<file path="config.mk">
export PLATFORM = sky130hd
export DESIGN_NAME = rsc_alu
export DESIGN_NICKNAME = d
export VERILOG_FILES = /design/src/hdl/rsc_pkg.sv /design/src/hdl/rsc_alu.sv
export SDC_FILE = /design/constraint.sdc
export NUM_CORES = 2
export LEC_CHECK = 0
export CORE_MARGIN = 3
export CORE_UTILIZATION = 30
export CTS_CLUSTER_DIAMETER = 80
export DETAILED_ROUTE_END_ITERATION = 7
export DONT_BUFFER_PORTS = 1
export SETUP_SLACK_MARGIN = 0.5
export SLEW_MARGIN = 15
export SYNTH_ARGS = -nofsm -noshare
export SYNTH_HDL_FRONTEND = slang
export SYNTH_SLANG_ARGS = --single-unit
export TNS_END_PERCENT = 10
</file>
<file path="constraint.sdc">
create_clock -name i_clk -period 14.1 [get_ports i_clk]
set_input_delay 1.41 -clock i_clk [delete_from_list [all_inputs] [get_ports i_clk]]
set_output_delay 1.41 -clock i_clk [all_outputs]
set_load 0.03 [all_outputs]
</file>
<file path="src/hdl/rsc_pkg.sv">
// Shared types and constants for the RPN stack calculator.
`default_nettype none

package rsc_pkg;

    localparam int DATA_W      = 32;
    localparam int DEPTH_OUT_W = 8;
    localparam int DIV_STEPS   = 48;
    localparam int DIV_CNT_W   = $clog2(DIV_STEPS);

    typedef enum logic [3:0] {
        CMD_PUSH    = 4'd0,
        CMD_ADD     = 4'd1,
        CMD_SUB     = 4'd2,
        CMD_MUL     = 4'd3,
        CMD_DIV     = 4'd4,
        CMD_REM     = 4'd5,
        CMD_POPSHOW = 4'd6,
        CMD_TOP     = 4'd7,
        CMD_DUP     = 4'd8,
        CMD_SWAP    = 4'd9,
        CMD_CLEAR   = 4'd10
    } t_cmd;

    typedef enum logic [2:0] {
        ST_OK         = 3'd0,
        ST_EMPTY      = 3'd1,
        ST_FULL       = 3'd2,
        ST_ZERO_DIV   = 3'd3,
        ST_SWAP_SHORT = 3'd4,
        ST_UNKNOWN    = 3'd5
    } t_status;

    typedef enum logic [2:0] {
        ALU_ADD,
        ALU_SUB,
        ALU_MUL,
        ALU_DIV,
        ALU_REM
    } t_alu_op;

    typedef struct packed {
        logic    start;
        t_alu_op op;
    } t_alu_req;

    typedef enum logic [2:0] {
        A_IDLE,
        A_MUL,
        A_DIV,
        A_FIX,
        A_DONE
    } t_alu_state;

    typedef enum logic [3:0] {
        S_IDLE,
        S_DECODE,
        S_POP_B,
        S_TAKE_B,
        S_CHK_B,
        S_POP_A,
        S_TAKE_A,
        S_ALU_GO,
        S_ALU_WAIT,
        S_PUSH,
        S_SWAP_RD,
        S_SWAP_HOLD,
        S_SWAP_WR1,
        S_SWAP_WR2,
        S_FINISH
    } t_seq_state;

    localparam logic [DATA_W-1:0] Q_MAX = {1'b0, {(DATA_W-1){1'b1}}};
    localparam logic [DATA_W-1:0] Q_MIN = {1'b1, {(DATA_W-1){1'b0}}};

endpackage

`default_nettype wire

</file>
<file path="src/hdl/rsc_alu.sv">
// Shared arithmetic unit: saturating add, subtract, Q16.16 multiply, and a bit-serial divider.
`default_nettype none

module rsc_alu (
    input  wire logic                          i_clk,
    input  wire logic                          i_rst_n,
    input  wire rsc_pkg::t_alu_req             i_req,
    input  wire logic signed [rsc_pkg::DATA_W-1:0] i_a,
    input  wire logic signed [rsc_pkg::DATA_W-1:0] i_b,
    output logic                               o_done,
    output logic [rsc_pkg::DATA_W-1:0]         o_result
);

    rsc_pkg::t_alu_state r_state, n_state;
    rsc_pkg::t_alu_op    r_op, n_op;
    logic [31:0]          r_res, n_res;
    logic signed [63:0]   r_prod, n_prod;
    logic [31:0]          r_rem, n_rem;
    logic [47:0]          r_quo, n_quo;
    logic [31:0]          r_dvs, n_dvs;
    logic                 r_sa, n_sa;
    logic                 r_sb, n_sb;
    logic [rsc_pkg::DIV_CNT_W-1:0] r_cnt, n_cnt;

    logic [32:0] sum;
    logic [47:0] shifted;
    logic [33:0] diff;
    logic [31:0] mag_a;
    logic [31:0] mag_b;

    always_ff @(posedge i_clk) begin
        if (!i_rst_n) begin
            r_state <= rsc_pkg::A_IDLE;
        end else begin
            r_state <= n_state;
        end
        r_op   <= n_op;
        r_res  <= n_res;
        r_prod <= n_prod;
        r_rem  <= n_rem;
        r_quo  <= n_quo;
        r_dvs  <= n_dvs;
        r_sa   <= n_sa;
        r_sb   <= n_sb;
        r_cnt  <= n_cnt;
    end

    always_comb begin
        n_state = r_state;
        n_op    = r_op;
        n_res   = r_res;
        n_prod  = r_prod;
        n_rem   = r_rem;
        n_quo   = r_quo;
        n_dvs   = r_dvs;
        n_sa    = r_sa;
        n_sb    = r_sb;
        n_cnt   = r_cnt;
        o_done  = 1'b0;
        mag_a   = i_a[31] ? (~i_a + 32'd1) : i_a;
        mag_b   = i_b[31] ? (~i_b + 32'd1) : i_b;
        sum     = (i_req.op == rsc_pkg::ALU_SUB) ? ({i_a[31], i_a} - {i_b[31], i_b})
                                                 : ({i_a[31], i_a} + {i_b[31], i_b});
        shifted = r_prod[63:16];
        diff    = {1'b0, r_rem, r_quo[47]} - {2'b00, r_dvs};

        unique case (r_state)
            rsc_pkg::A_IDLE: begin
                if (i_req.start) begin
                    n_op = i_req.op;
                    unique case (i_req.op)
                        rsc_pkg::ALU_ADD, rsc_pkg::ALU_SUB: begin
                            if (sum[32] != sum[31]) begin
                                n_res = sum[32] ? rsc_pkg::Q_MIN : rsc_pkg::Q_MAX;
                            end else begin
                                n_res = sum[31:0];
                            end
                            n_state = rsc_pkg::A_DONE;
                        end
                        rsc_pkg::ALU_MUL: begin
                            n_prod  = i_a * i_b;
                            n_state = rsc_pkg::A_MUL;
                        end
                        default: begin
                            n_sa    = i_a[31];
                            n_sb    = i_b[31];
                            n_dvs   = mag_b;
                            n_rem   = '0;
                            n_cnt   = '0;
                            n_quo   = (i_req.op == rsc_pkg::ALU_DIV) ? {mag_a, 16'd0}
                                                                     : {16'd0, mag_a};
                            n_state = rsc_pkg::A_DIV;
                        end
                    endcase
                end
            end
            rsc_pkg::A_MUL: begin
                if (shifted[47:31] == {17{shifted[47]}}) begin
                    n_res = shifted[31:0];
                end else begin
                    n_res = shifted[47] ? rsc_pkg::Q_MIN : rsc_pkg::Q_MAX;
                end
                n_state = rsc_pkg::A_DONE;
            end
            rsc_pkg::A_DIV: begin
                if (!diff[33]) begin
                    n_rem = diff[31:0];
                    n_quo = {r_quo[46:0], 1'b1};
                end else begin
                    n_rem = {r_rem[30:0], r_quo[47]};
                    n_quo = {r_quo[46:0], 1'b0};
                end
                n_cnt = r_cnt + 1'b1;
                if (r_cnt == rsc_pkg::DIV_CNT_W'(rsc_pkg::DIV_STEPS - 1)) begin
                    n_state = rsc_pkg::A_FIX;
                end
            end
            rsc_pkg::A_FIX: begin
                if (r_op == rsc_pkg::ALU_REM) begin
                    n_res = r_sa ? (~r_rem + 32'd1) : r_rem;
                end else if (r_sa ^ r_sb) begin
                    if ((r_quo[47:32] != 16'd0) || (r_quo[31] && (r_quo[30:0] != 31'd0))) begin
                        n_res = rsc_pkg::Q_MIN;
                    end else begin
                        n_res = ~r_quo[31:0] + 32'd1;
                    end
                end else begin
                    if (r_quo[47:31] != 17'd0) begin
                        n_res = rsc_pkg::Q_MAX;
                    end else begin
                        n_res = r_quo[31:0];
                    end
                end
                n_state = rsc_pkg::A_DONE;
            end
            rsc_pkg::A_DONE: begin
                o_done  = 1'b1;
                n_state = rsc_pkg::A_IDLE;
            end
            default: begin
                n_state = rsc_pkg::A_IDLE;
            end
        endcase
    end

    assign o_result = r_res;

endmodule

`default_nettype wire
</file>
Word level (Yosys, flattened, before mapping)
Cells that the tools add are included.
{ "totals": {"reg_bits": 222, "output_inout_bits": 33, "word_cells": 91} }
{ "classes": {"n_addsub": 8, "n_mul": 1, "eq_ne": 15, "muxes": 32, "bitwise": 6, "n_reduce_logical": 18} }
{ "op_table": {"columns": ["cell", "n"], "rows": [
  ["$mux 32", 15],
  ["$mux 48", 3],
  ["$add 32x1->32 const B", 4],
  ["$not 32->32", 4],
  ["$pmux 32 s3", 1],
  ["$pmux 48 s2", 1],
  ["$mul 32x32->64", 1],
  ["$pmux 32 s2", 1],
  ["$sub 33x32->34", 1],
  ["$add 32x32->33", 1],
  ["$mux 33", 1],
  ["$sub 32x32->33", 1],
  ["$mux 31", 1],
  ["$reduce_bool 31->1", 1],
  ["$reduce_bool 17->1", 1],
  ["$eq 16x16->1", 1],
  ["$reduce_bool 16->1", 1],
  ["$eq 3x2->1 const B", 4],
  ["$mux 6", 2],
  ["$pmux 6 s2", 1],
  ["$reduce_and 3->1", 4],
  ["$pmux 3 s3", 1],
  ["$add 6x1->6 const B", 1],
  ["$eq 3x1->1 const B", 2],
  ["18 further kinds", 26]
]} }

Longest topological paths before layout
{ "logic_depth": {"depth_word": 7, "mapped_depth": 31, "mapped_depth_nobuf": 26} }

Worst setup path before layout
Ideal clock, no wire load.
{ "synth_path": {"path_type": "input to register", "from": "input port i_a[31] in the netlist's numbering", "to": "register r_prod[63], data pin", "t_arrival_ps": 9473, "required_ps": 13840, "slack_ps": 4367, "stages": 30, "path_buffers": 4, "cell_sequence": "clkbuf_1 > clkbuf_1 > clkbuf_1 > clkbuf_1 > nand2_1 > inv_1 > fa_1 > inv_1 > fa_1 > inv_1 > fa_1 > fa_1 > inv_1 > fa_1 > inv_1 > fa_1 > inv_1 > fa_1 > inv_1 > fa_1 > ha_1 > a21oi_1 > o21bai_1 > a21oi_1 > o21a_1 > o21ai_0 > a211o_1 > a211oi_1 > o21ai_0 > xnor2_1"} }
{ "synth_between": {"elab_chain_cells": 1} }
{ "synth_lines": {"columns": ["item", "line_no", "source"], "rows": [
  ["from (decl)", "rsc_alu.sv:8", "input wire logic signed [rsc_pkg::DATA_W-1:0] i_a,"],
  ["$mul 32x32->64", "rsc_alu.sv:81", "n_prod = i_a * i_b;"],
  ["to (signal assigned)", "rsc_alu.sv:39", "r_prod <= n_prod;"],
  ["to (decl)", "rsc_alu.sv:17", "logic signed [63:0] r_prod, n_prod;"]
]} }
Every way passes these cells.
A chain may end at the register's enable or synchronous reset.

Final worst setup path
{ "layout_path": {"from": "input port i_a[31] in the netlist's numbering", "to": "register r_prod[62], data pin"} }
The elaborated chain is that of the path after synthesis.

==> metrics.cfg <==
[outcome]
run_status = finished with violations
failing_checks = DRC

[sta]
final.period_utilization_pct = 67.7
grt_setup_unrepaired = false
period_minus_slack_ns = 9.55
worst_slew_margin_rel_pct = 22.5
clock_skew_ns = 0.0201
tightestPinTransition_ns = 1.15
timing.final.hold_violations = 0
achievable-frequency_mhz = 105
report.final.slew_viol_count = 0
totalNegativeSetupSlack_ns = 0
report.final.setup_viol = 0

[global_route]
gr-total-overflow = 0
grt_first_pass_wirelength_mm = 245
grt_pass1_vias = 41700
grt_max_degree = 71
grt_util_all_layers_pct = 17.7
number_of_antenna_violations_at_the_first_check_in_global_routing = 3

[critical_path]
worst-path-max-fanout = 66
critical_path.endpoint_type = flop
critical-path-max-stage-delay_ns = 0.88
worstReg2RegEnd = o_result[21]
cpMaxStageDelayCell = sky130_fd_sc_hd__a211oi_1
reg2reg_path_depth = 11
regToRegStartpoint = r_quo[0]
arrival_worst_endpoint_ns = 9.88
crit_path_launch_type = input pin
regToRegSetupSlack_ns = 9.41
crit_path_most_repeated_cell = sky130_fd_sc_hd__fa_1
worstSetupPathType = in -> reg
worstPathRequired_ns = 14.44
cp.depth = 23
worst_setup_path_startpoint = i_a[31]
crit_chain = inv_1 -> nor2_1 -> ha_1 -> fa_1 -> fa_1 -> buf_4 -> fa_1 -> fa_1 -> fa_1 -> fa_1 -> inv_1 -> fa_1 -> inv_1 -> ha_1 -> a21oi_1 -> o2111ai_1 -> a211oi_1 -> o211ai_1 -> a211oi_1 -> nor4bb_1 -> o31ai_1 -> nor2_1 -> a311oi_1
critical-path-top-delay-family = adder cells
crit_buf_inv = 4

[synthesis]
share_of_synthesized_area_occupied_by_flip_flops_and_latches_pct = 11.9
yosys_warnings = 0
syn_area_um2 = 51600
post_synth_inst_count = 5649
synth-seq-cells = 206
synth_ff_type = sky130_fd_sc_hd__edfxtp_1
number_of_enable_flip_flop_cells_after_synthesis = 203
share_of_async_settable_or_async_resettable_flops_after_synthesis_pct = 0
number_of_distinct_library_cell_variants_in_the_gate_level_netlist_after_synthesis = 86
avgSynthCellArea_um2 = 9.14
synth.net_count = 7051

[final_layout]
fraction_of_layout_cells_with_a_size_suffix_above_1_pct = 1.90
nets = 6762
syn_to_final_growth_pct = 5.12
mostFrequentLayoutCell = sky130_fd_sc_hd__fa_1
most-common-layout-cells = 1083 x sky130_fd_sc_hd__fa_1, 1058 x sky130_fd_sc_hd__inv_1, 700 x sky130_fd_sc_hd__nand2_1

[route]
detail_route.drc_violations = 1
total_length_of_routed_wires_mm = 155
vias_per_cell = 5.06
routed_wire_length_per_instance_um = 20.2
dr_total_vias = 38900
drt-pass1-iter-count = 8
first_iter_violations = 3105
ant_nets = 0

[clocking]
cts_num_sinks = 206
worst_setup_hold_path_clk_slew_ns = 0.06
tritoncts_clock_tree = yes
worstSkewPairLatency_ns = 0.55
postCtsSetupRepairBufs = 0
root_buffer = sky130_fd_sc_hd__clkbuf_16
cts_inserted_buffers = 24
cts_max_level = 1
cts_resized = 0
postCtsHoldBufs = 0
clock_path_buffers = 3

[die]
die_w_um = 421
fp-row-count = 151
floorplan.die.height_um = 421
die_area_um2 = 177000
design.core.area_um2 = 170000
initial_core_util_pct = 30.3
io_pins = 103

[hold_path]
hold_start = r_state[2]
min-delay-path-class = reg -> reg
whs_path_depth = 1
timing.hold.worst_endpoint = r_state[2]

[placement]
place.gp.congestion = 0.942
hpwl_mm = 118
io_buffer_count = 0

[job]
cap_violations = 0

## kinds of logic (layout without fill, tap and decap cells)
logic type / count (synthesis) / count (layout) / share of synthesized area [%]
buf+inv: 1400 / 1129 / 10.2
mux: 11 / 11 / 0.225
other cells: 0 / 2 / 0
xor+xnor: 226 / 226 / 3.83
fa+ha+maj: 1332 / 1332 / 48.0
compound gates: 754 / 754 / 9.19
simple gates: 1720 / 1720 / 16.6
flops: 206 / 206 / 11.9
## routing by layer
| metal | up-vias | track usage [%] | wire [um] |
|---|---|---|---|
| met5 | - | 0 | 13 |
| met4 | 2 | 5.64 | 5320 |
| met3 | 289 | 1.42 | 9310 |
| met2 | 1464 | 31.5 | 77300 |
| met1 | 20200 | 22.8 | 62900 |
| li1 | 16900 | - | - |
## flip-flops by register name, summed over array words and instances, names as in the netlist, 3 cells and up
signal / flops
r_prod: 48
r_quo: 48
r_cnt: 6
r_rem: 32
r_dvs: 32
o_result: 32
r_op: 3
r_state: 3
## final cells by class
type / instances / area [um^2]
fillers: 17700 / 116000
flip-flops and latches: 206 / 6160
diodes: 2 / 5.00
clock buffers: 29 / 661
well taps: 2295 / 2870
inverters: 1058 / 3970
repair buffers: 27 / 203
clock inverters: 15 / 174
multi-input cells: 4043 / 40200
## how the worst max path moves through the flow
stage                 end  slack [ns]
6_report       r_prod[62]        4.55
2_1_floorplan  r_prod[63]        4.37
3_5_place_dp   r_prod[62]        3.81
4_1_cts        r_prod[62]        4.37
5_1_grt        r_prod[62]        4.08
3_3_place_gp   r_prod[58]        4.00
## stage by stage
stage                     utilization [%]  setup WS (ns)  instances  cell area, um^2  hold WS, ns
after global routing                 31.9           4.08       7673            54300        0.545
after global placement               31.4           4.00       7629            53400        0.500
after floorplan                         -           4.37       5649            51600        0.466
final                                31.9           4.55       7675            54300        0.511
after CTS                            31.9           4.37       7673            54300        0.513
after detailed placement             31.4           3.81       7629            53400        0.504
## cell usage after synthesis, drive strengths merged (12+ instances only)
cell type / count / area [um^2]
fa: 1083 / 21700
inv: 1058 / 3970
nand2: 701 / 2630
and2: 512 / 3200
clkbuf: 293 / 1100
ha: 249 / 3120
a21oi: 230 / 1150
edfxtp: 203 / 6100
o21ai: 191 / 967
nor2: 162 / 611
xnor2: 116 / 1020
xor2: 110 / 963
nand3: 69 / 345
a21o: 63 / 473
nor3: 58 / 290
buf: 49 / 219
nor2b: 41 / 257
o211ai: 39 / 298
o31ai: 37 / 283
nand2b: 33 / 206
or3: 33 / 206
a31oi: 25 / 156
a211oi: 22 / 165
or4: 21 / 161
nand4: 19 / 119
nor4: 19 / 134
o311ai: 19 / 174
o21bai: 16 / 120
o21a: 14 / 105
and3: 13 / 81.3
o41ai: 12 / 105
Power is not shown: default switching activity piles up to over one toggle a cycle in this logic, so the estimate is an artifact.
